==> config.mk <==
export PLATFORM = sky130hd
export DESIGN_NAME = panf_ctrl
export DESIGN_NICKNAME = d
export VERILOG_FILES = /design/src/rtl/core/page_allocator_next_fit_assert.svh /design/src/rtl/core/panf_pkg.sv /design/src/rtl/core/panf_ctrl.sv
export SDC_FILE = /design/constraint.sdc
export NUM_CORES = 1
export LEC_CHECK = 0
export BUFFER_PORTS_ARGS = -buffer_cell sky130_fd_sc_hd__buf_2
export CAP_MARGIN = 5
export CORE_AREA = 4 4 41 43
export DETAILED_ROUTE_END_ITERATION = 8
export DIE_AREA = 0 0 45 47
export SYNTH_ARGS = -nofsm -noshare
export SYNTH_HDL_FRONTEND = slang
export SYNTH_SLANG_ARGS = --single-unit
==> constraint.sdc <==
create_clock -name clk -period 2.7 [get_ports clk]
set_input_delay 0.27 -clock clk [delete_from_list [all_inputs] [get_ports clk]]
set_output_delay 0.27 -clock clk [all_outputs]
set_load 0.1 [all_outputs]
==> src/rtl/core/page_allocator_next_fit_assert.svh <==
// ----------------------------------------------------------------------------
// Assertion macros for the next-fit page allocator
// Shorthand for clocked properties sampled on clk, disabled while rst is high.
// ----------------------------------------------------------------------------
`ifndef PAGE_ALLOCATOR_NEXT_FIT_ASSERT_SVH
`define PAGE_ALLOCATOR_NEXT_FIT_ASSERT_SVH

// Consequent must hold in the same cycle as the antecedent
`define PANF_ASSERT_SAME(label, ante, cons, msg) \
  label: assert property (@(posedge clk) disable iff (rst) (ante) |-> (cons)) \
    else $error(msg);

// Consequent must hold in the cycle after the antecedent
`define PANF_ASSERT_NEXT(label, ante, cons, msg) \
  label: assert property (@(posedge clk) disable iff (rst) (ante) |=> (cons)) \
    else $error(msg);

`endif

==> src/rtl/core/panf_pkg.sv <==
// ----------------------------------------------------------------------------
// panf_pkg
// Shared constants, codes and controller/datapath interface types of the
// next-fit page allocator.
// ----------------------------------------------------------------------------
package panf_pkg;

  // Table geometry
  localparam int NUM_PAGES  = 1024;
  localparam int PAGE_SHIFT = 12;
  localparam int PAGE_AW    = $clog2(NUM_PAGES);  // page index / tag width
  localparam int CNT_W      = PAGE_AW + 1;        // holds NUM_PAGES itself
  localparam int COUNT_W    = PAGE_AW;            // requested page count
  localparam int PAGES_W    = CNT_W;              // pages_in_use register
  localparam int ADDR_W     = 32;
  localparam int PG_W       = ADDR_W - PAGE_SHIFT;
  localparam int REQ_W      = 2;
  localparam int STAT_W     = 2;
  localparam int CFG_IDX_W  = 1;

  // Request codes
  localparam logic [REQ_W-1:0] REQ_ALLOC = 2'd0;
  localparam logic [REQ_W-1:0] REQ_FREE  = 2'd1;
  localparam logic [REQ_W-1:0] REQ_COUNT = 2'd2;

  // Result status codes
  localparam logic [STAT_W-1:0] STAT_OK        = 2'd0;
  localparam logic [STAT_W-1:0] STAT_EXHAUSTED = 2'd1;
  localparam logic [STAT_W-1:0] STAT_OUTSIDE   = 2'd2;

  // Configuration register indexes
  localparam logic [CFG_IDX_W-1:0] CFG_HEAP_BASE    = 1'b0;
  localparam logic [CFG_IDX_W-1:0] CFG_PAGES_IN_USE = 1'b1;

  // Controller to datapath commands
  typedef struct packed {
    logic clear_wr;  // clearing pass: zero one table entry
    logic accept;    // latch a new request
    logic scan;      // issue a table read and evaluate the previous one
    logic mark;      // write one tag of a new block
    logic finish;    // present the result
  } panf_cmd_t;

  // Datapath to controller status
  typedef struct packed {
    logic clear_last;
    logic need_alloc;
    logic need_free;
    logic need_count;
    logic scan_end;
    logic scan_fit;
    logic mark_last;
  } panf_stat_t;

endpackage

==> src/rtl/core/panf_ctrl.sv <==
// ----------------------------------------------------------------------------
// panf_ctrl
// Sequencer of the allocator: clearing pass, request decode, table scans,
// tag marking and result hand-off.
// ----------------------------------------------------------------------------
module panf_ctrl import panf_pkg::*; (
  input  logic       clk,
  input  logic       rst,
  input  logic       start,
  output logic       busy,
  input  panf_stat_t stat,
  output panf_cmd_t  cmd
);

  typedef enum logic [6:0] {
    S_CLEAR  = 7'b0000001,
    S_IDLE   = 7'b0000010,
    S_ASCAN  = 7'b0000100,
    S_AMARK  = 7'b0001000,
    S_FSCAN  = 7'b0010000,
    S_CSCAN  = 7'b0100000,
    S_FINISH = 7'b1000000
  } state_t;

  state_t state;
  state_t state_next;

  // State register
  always_ff @(posedge clk) begin
    if (rst) begin
      state <= S_CLEAR;
    end else begin
      state <= state_next;
    end
  end

  assign busy = (state != S_IDLE);

  // Next state and commands
  always_comb begin
    state_next   = state;
    cmd          = '0;
    unique case (state)
      S_CLEAR: begin
        cmd.clear_wr = 1'b1;
        if (stat.clear_last) state_next = S_IDLE;
      end
      S_IDLE: begin
        if (start) begin
          cmd.accept = 1'b1;
          priority if (stat.need_alloc) state_next = S_ASCAN;
          else if (stat.need_free)      state_next = S_FSCAN;
          else if (stat.need_count)     state_next = S_CSCAN;
          else                          state_next = S_FINISH;
        end
      end
      S_ASCAN: begin
        cmd.scan = 1'b1;
        if (stat.scan_end) state_next = stat.scan_fit ? S_AMARK : S_FINISH;
      end
      S_AMARK: begin
        cmd.mark = 1'b1;
        if (stat.mark_last) state_next = S_FINISH;
      end
      S_FSCAN, S_CSCAN: begin
        cmd.scan = 1'b1;
        if (stat.scan_end) state_next = S_FINISH;
      end
      S_FINISH: begin
        cmd.finish = 1'b1;
        state_next = S_IDLE;
      end
      default: begin
        state_next = S_IDLE;
      end
    endcase
  end

endmodule

Word level (Yosys, flattened, before mapping). Cells that the tools add are included.

Equality and inequality tests: 13. Multiplexer cells: 16. Reduce and logical (&&, ||, !) cells: 3.

Operator list (number): $mux 7 (9); $pmux 7 s5 (1); $ne 2x2->1 const B (5); $eq 7x1->1 const B (1); $eq 7x2->1 const B (1); $eq 7x3->1 const B (1); $eq 7x4->1 const B (1); $eq 7x5->1 const B (1); $eq 7x6->1 const B (1); $eq 7x7->1 const B (1); $ne 7x2->1 const B (1); $mux 1 (6); $reduce_and 5->1 (1); $reduce_or 3->1 (1); $reduce_or 2->1 (1).

Flip-flop bits (word level): 7. Input port bits: 10. Logic and storage cells: 33.

Longest topological paths before layout. Gate-level depths: netlist of run 1.

Depth after elaboration: 5. Mapped depth: 5. Mapped depth without buffers: 5.

Worst setup path after synthesis of run 1. No wires, ideal clock.

Path type: register to output. Start point: register state[4]. End point: output port cmd[2] (netlist name). Arrival time: 2.958 ns. Slack: -0.528 ns. Cell stages (with the launch flop): 4. Path through: dfxtp_1 -> nor3_4 -> nand2_1 -> o21ai_0.

RTL lines: start, declared (RTL line panf_ctrl.sv:25) `state_t state;`; start signal, assigned (RTL line panf_ctrl.sv:33) `state <= state_next;`; end, declared (RTL line panf_ctrl.sv:12) `output panf_cmd_t cmd`.

==> results.md, run 1 <==
* CP required at 2430 ps
* Biggest regs: state (7)
* Syn Area/Cell at 9.03 µm²
* Final hold vios at 0
* Sequential fraction of the synthesis area at 31.0%
* Routability Congestion at ~0.75
* Total CTS buffers at 3
* Largest Register: state
* Max clock buf depth at 2
* Initial antenna violation count at 0
* WL per Instance at approximately 13 µm
* Register Area at 140 µm²
* Final Cycle Share at roughly 77%
* Die Area at 0.00212 mm²
* Worst-path fanout max at 6
* Antenna Cells at 0
* DRT iter0 DRCs at 6
* Reg-to-Reg End: state[2]$_SDFFE_PP0P_
* Worst setup path class: reg2out
* Port Buffers at 15
* Post-layout min period at around 2100 ps
* Post-CTS Hold Fix Bufs at 0
* RSZ-0062 raised after global routing: false
* Final setup viols at 0
* Max_cap viols at 0
* Hold Crit Class: in2reg
* Worst-Skew Late Latency at 250 ps
* Clk_skew at 4.05 ps
* Maximum vdd drop at between 0.0002 and 0.0003 V
* WL final at 1.06 mm
* Layout cells sized above 1 at a little over a third
* Clk network pwr share at 30.4%
* Die Y at roughly 47 µm
* Initial core utilization at a little over a third
* Vias per cell at 5.40
* Synth Instances at 50
* CP startpoint: state[1]$_SDFFE_PP0P_
* Sw Share at 36.4%
* Gr ovfl total at 0
* Multi-input combinational cell area at 304 µm²
* Yosys cell types at 29
* Final instance area at 572 µm²
* Commonest non-fill, non-tap cells in the layout: buf_2, nor2_1, dfxtp_1
* Max-slew violations at 0
* Post-route ant nets at 0
* Post-CTS sizing at 0
* Critical path endpoint category: output port
* R2r worst-path depth at 5
* Largest register FFs at 7
* Seq pwr share at between 30% and 40%
* GRT Resource Usage Total at between 10 and 15%
* Io pins at 16
* Root Driver: clkbuf_4
* Max Freq at 479 MHz
* Final Non-Filler Cells at 84
* Vias in the first global route at roughly 420
* Status: completed
* DIE WIDTH at 45 µm
* DRC at 0
* Cell row count at 13
* Clock sink count at 7
* Syn Std Cell Area at 452 µm²
* TritonCTS clock tree: yes
* PwrDens at 529 mW/mm²
* Syn nets at 60
* Pre-antenna DRT Iters at 4
* Design internal power at 0.192 mW
* DP Area at 546 µm²
* Post-CTS Setup Inserts at 0
* CP Launch Type: flip-flop
* H-tree levels at 1
* Pin count of the biggest net entering global routing at 8
* P_sw at 0.110 mW
* Proportion of power drawn by combinational gates at 31.3%
* Final net count at 80
* Reg-to-reg startpoint: state[1]$_SDFFE_PP0P_
* CP endpoint: cmd[2]
* Cell Count Post-Placement at 80
* Synthesis-stage register bit count at 7
* R2r setup slk at 880 ps
* Commonest non-fill, non-tap cell in the layout: buf_2
* Clk slew on worst S/H paths at roughly 50 ps
* Final setup TNS at 0 ps
* Worst slew pin tran at 487 ps
* Post-DP HPWL at 917 µm
* Fill count at 138
* Reported leakage power at 0.243 nW
* Arrival @ worst endpoint at 1820 ps
* Layout area overhead at 26.6%
* First-pass GRT wire length at 1.79 mm
* Rel. slew slack at 67.8%
* Routed via count at 454
* Core area at approximately 0.0013 mm²
* Warnings, synthesis at 0
## power by group through the flow
stage                     combinational (mW)  clock, mW  sequential [mW]
after floorplan                       0.0739          0            0.116
after global placement                0.0957          0            0.118
after detailed placement              0.0952          0            0.118
after CTS                             0.0954     0.0944            0.116
after global routing                   0.100      0.102            0.116
final                                 0.0946     0.0920            0.116
## logic make-up (layout without fill, tap and decap cells)
family | after synthesis | after routing | share of synthesized area, %
xor+xnor | 1 | 1 | 1.94
buf+inv | 2 | 21 | 1.66
flops | 7 | 7 | 31.0
mux | 1 | 1 | 2.22
compound gates | 13 | 13 | 23.0
simple gates | 26 | 26 | 40.2
## layout make-up
type,count,area share (%)
Multi-Input combinational cell,41,53.2
Sequential cell,7,24.5
Timing Repair Buffer,15,13.1
Clock buffer,4,4.60
Tap cell,15,3.28
Inverter,2,1.31
## worst min path at each step
stage           from               endpoint  slack, ps  cells past startpoint
6_report       start  state[1]$_SDFFE_PP0P_        250                      2
5_1_grt        start  state[1]$_SDFFE_PP0P_        250                      2
4_1_cts        start  state[1]$_SDFFE_PP0P_        250                      2
3_5_place_dp   start  state[1]$_SDFFE_PP0P_        500                      2
3_3_place_gp   start  state[1]$_SDFFE_PP0P_        510                      2
2_1_floorplan    rst  state[4]$_SDFFE_PP0P_        340                      1
## metal layers
layer	vias to the layer above	share of wire [%]	GRT usage, %	wire [µm]
met3	2	5.7	3.83	60
li1	236	-	-	-
met2	9	50	20.6	524
met4	0	0.95	8.77	10
met1	207	44	12.8	460
met5	-	0	0	0
## worst max-delay path, cell delays in order, from the launching register on
cell and delay [ps]:
dfxtp_1 360, nor4_1 420, nand3b_1 230, o21ai_1 120, buf_2 440
## per-stage QoR
stage | util, % | hold WS, ps | total power [mW] | worst slack [ps]
finish | 43.9 | 249 | 0.302 | 612
global route | 43.9 | 248 | 0.319 | 491
CTS | 43.9 | 247 | 0.305 | 580
detailed placement | 41.9 | 503 | 0.213 | 845
global placement | 41.9 | 508 | 0.213 | 822
floorplan | - | 339 | 0.190 | 231
## cell usage after synthesis, drive strengths merged
| cell type | instances | share of area, % |
|---|---|---|
| nand4b | 2 | 7.2 |
| and2 | 1 | 1.4 |
| inv | 2 | 1.7 |
| nand2b | 2 | 2.8 |
| mux2i | 1 | 2.2 |
| a21oi | 1 | 1.1 |
| a32o | 1 | 2.2 |
| dfxtp | 7 | 31 |
| nor3 | 1 | 3.6 |
| nand3b | 1 | 1.7 |
| or4 | 1 | 1.7 |
| nor2 | 8 | 7.2 |
| a21o | 1 | 1.7 |
| o22a | 1 | 1.9 |
| o221ai | 1 | 3.3 |
| nand2 | 2 | 1.7 |
| and3 | 1 | 1.4 |
| o21a | 2 | 3.3 |
| o21ai | 2 | 2.2 |
| and4b | 1 | 2.2 |
| nor4 | 3 | 4.2 |
| a31o | 2 | 3.9 |
| xor2 | 1 | 1.9 |
| nor4b | 1 | 1.9 |
| o211ai | 1 | 1.7 |
| o31ai | 1 | 1.7 |
| nor3b | 2 | 3.3 |
(Power assumes the default switching activity.)
==> run 2, diff against run 1 <==
- clock period: 2.7 -> 1.8 ns (I/O delays scaled with it)
==> run 2 against run 1 <==
Cell area increased by 18%. Via count increased by 0.88%. Non-clock buffer count increased by 1. Critical path depth increased by 1. First-iteration DRC count decreased by 67%. Final cell count increased by 1.2%. Register-to-register slack got worse by 770 ps. Utilization increased by 7.9 points. Combinational power increased by 68%. Clock power increased by 57%. Count of clock-buffer cells in the layout decreased by 1. Highest routed layer unchanged.
==> results.md, run 2 (synthesized netlist as in run 1, its figures left out) <==
* Endpoint, Worst Hold: state[1]$_SDFFE_PP0P_
* Post-CTS Hold Fix Bufs at 0 (unchanged)
* Cell row count at 13 (unchanged)
* Die Area at 0.00212 mm² (unchanged)
* Largest Register: state
* Worst-Skew Late Latency at 250 ps (about the same)
* Maximum vdd drop at 0.000422 V (+49%)
* First-pass GRT wire length at 1.91 mm (+6.9%)
* Antenna Cells at 0 (unchanged)
* Pre-antenna DRT Iters at 2 (-2)
* Critical path endpoint category: output port
* RSZ-0062 raised after global routing: false
* Rel. slew slack at 68.0% (+0.22 points)
* Vias in the first global route at 448 (+7.2%)
* Seq pwr share at 36.8% (-1.5 points)
* Pin count of the biggest net entering global routing at 8 (unchanged)
* Post-layout min period at 1710 ps
* Crit-path cells: nor3_4 -> nand4b_4 -> inv_2 -> and2_4 -> buf_12
* GRT Resource Usage Total at 13.2% (+0.96 points)
* Max Freq at 586 MHz
* Clk slew on worst S/H paths at 60 ps (about the same)
* Worst path max stage delay at 350 ps (-90 ps)
* Initial core utilization at 34.7% (unchanged)
* Proportion of power drawn by combinational gates at 33.2% (+1.9 points)
* Post-route ant nets at 0 (unchanged)
* H-tree levels at 1 (unchanged)
* Min-delay src: start
* Final hold vios at 0 (unchanged)
* Worst-path fanout max at 7 (+1)
* Hold Crit Class: in2reg
* Arrival @ worst endpoint at 1530 ps (-290 ps)
* Hold path cells at 2 (unchanged)
* Commonest non-fill, non-tap cell in the layout: buf_2
* PwrDens at 712 mW/mm² (+35%)
* Total power after layout at 0.480 mW (+59%)
* Commonest non-fill, non-tap cells in the layout: buf_2, nor2_1, dfxtp_1
* Slowest-stage cell, CP: dfxtp_2
* Root Driver: clkbuf_4
* Vias per cell at 5.39 (-0.31%)
* Gr ovfl total at 0 (unchanged)
* Max_cap viols at 0 (unchanged)
* Fill count at 132 (-4.3%)
* Reported leakage power at 0.266 nW (+9.6%)
* Routability Congestion at 0.784 (+4.8%)
* DP Area at 624 µm² (+14%)
* Layout cells sized above 1 at 50.0% (+15 points)
* R2r worst-path depth at 5 (unchanged)
* Io pins at 16 (unchanged)
* Worst slew pin tran at 484 ps (-3.37 ps)
* Final net count at 81 (+1.3%)
* Port Buffers at 15 (unchanged)
* Reg-to-reg startpoint: state[1]$_SDFFE_PP0P_
* Biggest regs: state (7)
* Largest register FFs at 7 (unchanged)
* WL per Instance at 13.5 µm (+7.1%)
* CP required at 1620 ps (-810 ps)
* Core area at 0.00130 mm² (unchanged)
* Design internal power at 0.298 mW (+55%)
* Final setup viols at 0 (unchanged)
* Clk_skew at 5.35 ps (+1.30 ps)
* Total CTS buffers at 3 (unchanged)
* WL final at 1.15 mm (+8.4%)
* Top delay family on crit path: simple AND/OR/NAND/NOR gates
* Worst setup path class: reg2out
* DRC at 0 (unchanged)
* Reg-to-Reg End: state[4]$_SDFFE_PP0P_
* R2r setup slk at 110 ps (-770 ps)
* TritonCTS clock tree: yes
* Die Y at 47 µm (unchanged)
* DRT iter0 DRCs at 2 (-4)
* Final setup TNS at 0 ps (unchanged)
* CP Launch Type: flip-flop
* Max clock buf depth at 2 (unchanged)
* DIE WIDTH at 45 µm (unchanged)
* Initial antenna violation count at 0 (unchanged)
* Final instance area at 674 µm² (+18%)
* Status: completed
* Post-CTS Setup Inserts at 0 (unchanged)
* Sw Share at 38.0% (+1.6 points)
* Layout area overhead at 49.3%
* Clk network pwr share at 30.0% (-0.4 points)
* Post-DP HPWL at 979 µm (+6.7%)
* Final Cycle Share at 94.9%
* Routed via count at 458 (+0.88%)
* Clock sink count at 7 (unchanged)
* CP bufs+invs at 2 (+1)
* P_sw at 0.182 mW (+66%)
* Max-slew violations at 0 (unchanged)
==> run 2: power by group through the flow <==
stage / Clock, mW / Combinational [mW] / Sequential [mW]
after floorplan: 0 / 0.113 / 0.175
after global placement: 0 / 0.153 / 0.176
after detailed placement: 0 / 0.154 / 0.177
after CTS: 0.149 / 0.155 / 0.175
after global routing: 0.155 / 0.170 / 0.178
final: 0.144 / 0.159 / 0.177
==> run 2: timing repair <==
item                                    CTS  global route
endpoints found under the hold margin     0             0
pin swaps                                 0             2
resized for setup                         1             5
endpoints found under the setup margin    1             4
==> run 2: worst max path at each step <==
stage / startpoint / to / slack, ps / cells past startpoint
floorplan: state[6]$_SDFFE_PP0P_ / cmd[2] / -50 / 3
global placement: state[1]$_SDFFE_PP0P_ / state[2]$_SDFFE_PP0P_ / 200 / 5
detailed placement: state[1]$_SDFFE_PP0P_ / state[2]$_SDFFE_PP0P_ / 100 / 5
CTS: state[1]$_SDFFE_PP0P_ / cmd[2] / 8 / 5
global route: state[1]$_SDFFE_PP0P_ / state[4]$_SDFFE_PP0P_ / 0.9 / 5
finish: state[5]$_SDFFE_PP0P_ / cmd[3] / 90 / 5
==> run 2: final cells by class <==
cell class | count | area [µm²] | area share (%)
Timing Repair Buffer | 16 | 145 | 21.5
Clock inverter | 1 | 5.00 | 0.742
Multi-Input combinational cell | 41 | 333 | 49.4
Clock buffer | 3 | 22.5 | 3.34
Sequential cell | 7 | 143 | 21.2
Inverter | 2 | 7.51 | 1.11
Tap cell | 15 | 18.8 | 2.78
==> run 2: worst reg2reg max path: cells and delay by family (launching register included) <==
kind	cells	cell delay, ps
AO/OA/AOI/OAI	3	590
AND/OR/NAND/NOR	2	540
flip-flops	1	490
==> run 2: metal layers <==
layer / global-route usage [%] / vias to the layer above / part of all wire (%) / routed length (µm)
met5: 0 / - / 0 / 0
met4: 12.3 / 0 / 1.9 / 22
met3: 1.53 / 2 / 4.5 / 52
met2: 21.5 / 10 / 50 / 575
met1: 14.9 / 211 / 43 / 495
li1: - / 235 / - / -
==> run 2: per-stage QoR <==
step / std cells / utilization [%] / hold slack (ps) / setup WS, ps
global route: 85 / 51.8 / 156 / 0.931
detailed placement: 81 / 48.0 / 414 / 105
CTS: 85 / 50.6 / 138 / 8.01
global placement: 81 / 48.0 / 409 / 203
floorplan: 50 / - / 245 / -47.9
finish: 85 / 51.8 / 145 / 92.3
==> run 3, diff against run 2 <==
- ABC_AREA: not set -> 1
- CORE_AREA: 4 4 41 43 -> 4 4 42 44
- DIE_AREA: 0 0 45 47 -> 0 0 46 48
- PLACE_DENSITY: not set -> 0.7
==> run 3 against run 2 <==
Critical path depth up 1. Routed wire length up 3.9%. Area after synthesis up 33%. Cell area up 13%. Largest cell class unchanged. Worst hold slack worse by 28 ps. Fmax up 0.59%. Critical endpoint is now cmd[1]. First-iteration DRC count up 100%. Die area up 4.4%. Sequential cell count unchanged. Final cell count up 38%. Clock skew up 0.59 ps. Count of clock-buffer cells in the layout unchanged.
==> results.md, run 3 <==
* Arrival @ worst endpoint at 1520 ps (about the same)
* Main combinational cell family by area after synthesis: simple AND/OR/NAND/NOR gates
* Commonest non-fill, non-tap cell in the layout: nand2_1
* Multi-input combinational cell area at 445 µm² (+34%)
* Port Buffers at 15 (unchanged)
* Rel. slew slack at 67.8% (-0.14 points)
* DRC at 0 (unchanged)
* Biggest regs: state (7)
* Vias per cell at 4.82 (-11%)
* Critical path endpoint category: output port
* Final Cycle Share at 94.3% (-0.55 points)
* Worst-path fanout max at 6 (-1)
* Dpl ws at 316 ps (+211 ps)
* TritonCTS clock tree: yes
* Worst setup path class: reg2out
* Commonest non-fill, non-tap cells in the layout: nand2_1, buf_2, nor2_1
* Final setup TNS at 0 ps (unchanged)
* Post-synthesis xor/xnor area fraction at 0% (-1.9 points)
* Post-CTS Setup Inserts at 0 (unchanged)
* Max clock buf depth at 2 (unchanged)
* Sequential fraction of the synthesis area at 23.3% (-7.7 points)
* Total CTS buffers at 3 (unchanged)
* DP Area at 729 µm² (+17%)
* Crit-path cells: inv_2 -> nand2_4 -> nor2_8 -> nand2_4 -> inv_1 -> buf_2
* Max-slew violations at 0 (unchanged)
* CP endpoint: cmd[1]
* Setup slack after layout at 102 ps (+9.94 ps)
* Area contributors post-synth: dfxtp_1, nand2_4, nand2_1, nor2_8, nor2_1
* Ys flop type: dfxtp_1
* Slowest-stage cell, CP: buf_2
* R2r setup slk at 490 ps (+380 ps)
* Die Area at 0.00221 mm² (+4.4%)
* Hold Crit Class: in2reg
* H-tree levels at 1 (unchanged)
* Yosys cell types at 19 (-34%)
* Worst slew pin tran at 486 ps (+2.13 ps)
* Final setup viols at 0 (unchanged)
* Pin count of the biggest net entering global routing at 9 (+1)
* Warnings, synthesis at 0 (unchanged)
* CP startpoint: state[5]$_SDFFE_PP0P_
* Mux cell area share after synthesis at 0% (-2.2 points)
* Layout cells sized above 1 at 48.5% (-1.5 points)
* Core area at 0.00144 mm² (+10%)
* First-pass GRT wire length at 2.10 mm (+10%)
* Max Freq at 589 MHz (+0.59%)
* WL final at 1.19 mm (+3.9%)
* Largest area contributor in the netlist: dfxtp_1
* Fin util at 53.0% (+1.2 points)
* Initial core utilization at 41.9% (+7.2 points)
* Final hold vios at 0 (unchanged)
* DRT iter0 DRCs at 4 (+2)
* CP Launch Type: flip-flop
* Post-DP HPWL at 1.04 mm (+6.6%)
* Synth Instances at 82 (+64%)
* DIE WIDTH at 46 µm (+2.2%)
* CP required at 1620 ps (about the same)
* Clock sink count at 7 (unchanged)
* Antenna Cells at 0 (unchanged)
* Vias in the first global route at 526 (+17%)
* Clk slew on worst S/H paths at 60 ps (about the same)
* Count leader, synth: nand2_1
* Post-route ant nets at 0 (unchanged)
* Syn Area/Cell at 7.34 µm² (-19%)
* Register Area at 140 µm² (-1.8%)
* Final net count at 112 (+38%)
* Worst path max stage delay at 410 ps (+60 ps)
* Largest Register: state
* Post-synth top cells: nand2_1, nor2_1, dfxtp_1, inv_2
* R2r worst-path depth at 7 (+2)
* Syn nets at 92 (+53%)
* RSZ-0062 raised after global routing: false
* Worst-Skew Late Latency at 260 ps (about the same)
* Post-synth EDFFs at 0 (unchanged)
* Adder-cell share of the synthesized area at 0% (unchanged)
* Syn Std Cell Area at 602 µm² (+33%)
* Post-synth top area share at 23.3% (-7.7 points)
* Layout area overhead at 26.6%
* Synthesis-stage register bit count at 7 (unchanged)
* WL per Instance at 10.2 µm (-24%)
* Post-synth ARST share at 0% (unchanged)
* Routability Congestion at 0.797 (+1.7%)
* Stages on the worst setup path at 6 (+1)
* Fill count at 155 (+17%)
* Cell row count at 14 (+1)
* Compound-Gate Fraction of Synth Area at 7.69% (-15 points)
* Reg-to-Reg End: state[5]$_SDFFE_PP0P_
* Pre-antenna DRT Iters at 4 (+2)
* Reg-to-reg startpoint: state[5]$_SDFFE_PP0P_
* Post-layout min period at 1700 ps (-9.94 ps)
* Post-CTS Hold Fix Bufs at 0 (unchanged)
* Final instance area at 762 µm² (+13%)
* Top delay family on crit path: buffers and inverters
* CP bufs+invs at 3 (+1)
* Root Driver: clkbuf_4
* Most common cell on crit path: nand2_4
* Routed via count at 564 (+23%)
* Clk_skew at 5.94 ps (+0.585 ps)
* Largest register FFs at 7 (unchanged)
* Gr ovfl total at 0 (unchanged)
* Initial antenna violation count at 0 (unchanged)
* Max_cap viols at 0 (unchanged)
* GRT Resource Usage Total at 13.2% (+0.057 points)
* Post-Synth Simple-Gate Area at 60.9% (+21 points)
* Die Y at 48 µm (+2.1%)
* Io pins at 16 (unchanged)
* Status: completed
## run 3: cell types whose count changed in the layout (fill, tap and decap cells not counted), moves of 3 or more
cell,delta
nand2_1,+16
nor2_1,+5
inv_2,+6
buf_12,-4
nand2_4,+7
nor2_8,+3
a21oi_1,+3
inv_1,+5
buf_2,+3
nand3_1,+4
nand3_2,+3
## run 3: per-stage QoR
stage               hold WS, ps  instances
global route                121        117
CTS                         111        117
global placement            388        113
detailed placement          387        113
finish                      118        117
floorplan                   249         82
## run 3: worst register-to-register path, cell delays in order (launching register included)
cell	delay [ps]
dfxtp_1	320
inv_2	70
nand2_4	90
nor2_8	200
nand2_4	110
nor4_1	250
nor2_1	110
nor2_2	100
## run 3: area by class of cell
class,count,share of cell area [%]
inverters,13,6.40
clock inverters,1,0.657
clock buffers,3,2.96
flip-flops and latches,7,18.4
multi-input cells,62,58.5
repair buffers,15,10.5
well taps,16,2.63
## run 3: worst min-delay path by stage
stage,from,endpoint,slack (ps),depth (start not counted)
final,rst,state[1]$_SDFFE_PP0P_,120,2
after global routing,rst,state[6]$_SDFFE_PP0P_,120,2
after CTS,rst,state[1]$_SDFFE_PP0P_,110,2
after detailed placement,rst,state[1]$_SDFFE_PP0P_,390,2
after global placement,rst,state[1]$_SDFFE_PP0P_,390,2
after floorplan,rst,state[1]$_SDFFE_PP0P_,250,1
## run 3: metal layers
metal / part of all wire (%) / track usage, % / vias to the layer above
li1: - / - / 297
met1: 44 / 16.2 / 245
met2: 46 / 21.2 / 19
met3: 7.9 / 2.26 / 3
met4: 1.9 / 8.52 / 0
met5: 0 / 0 / -
## run 3: timing repair
item                                    in CTS  in global routing
endpoints found under the hold margin        0                  0
gates resized for setup                      0                  2
endpoints found under the setup margin       0                  2
## run 3: cells by family after synthesis
kind of cell,count (synthesis)
buf+inv,13
compound gates,7
simple gates,55
flops,7
Power of run 3 is left out: the tool's default activity adds up to more than one toggle a clock period on the data nets, which glitch-free logic cannot reach.
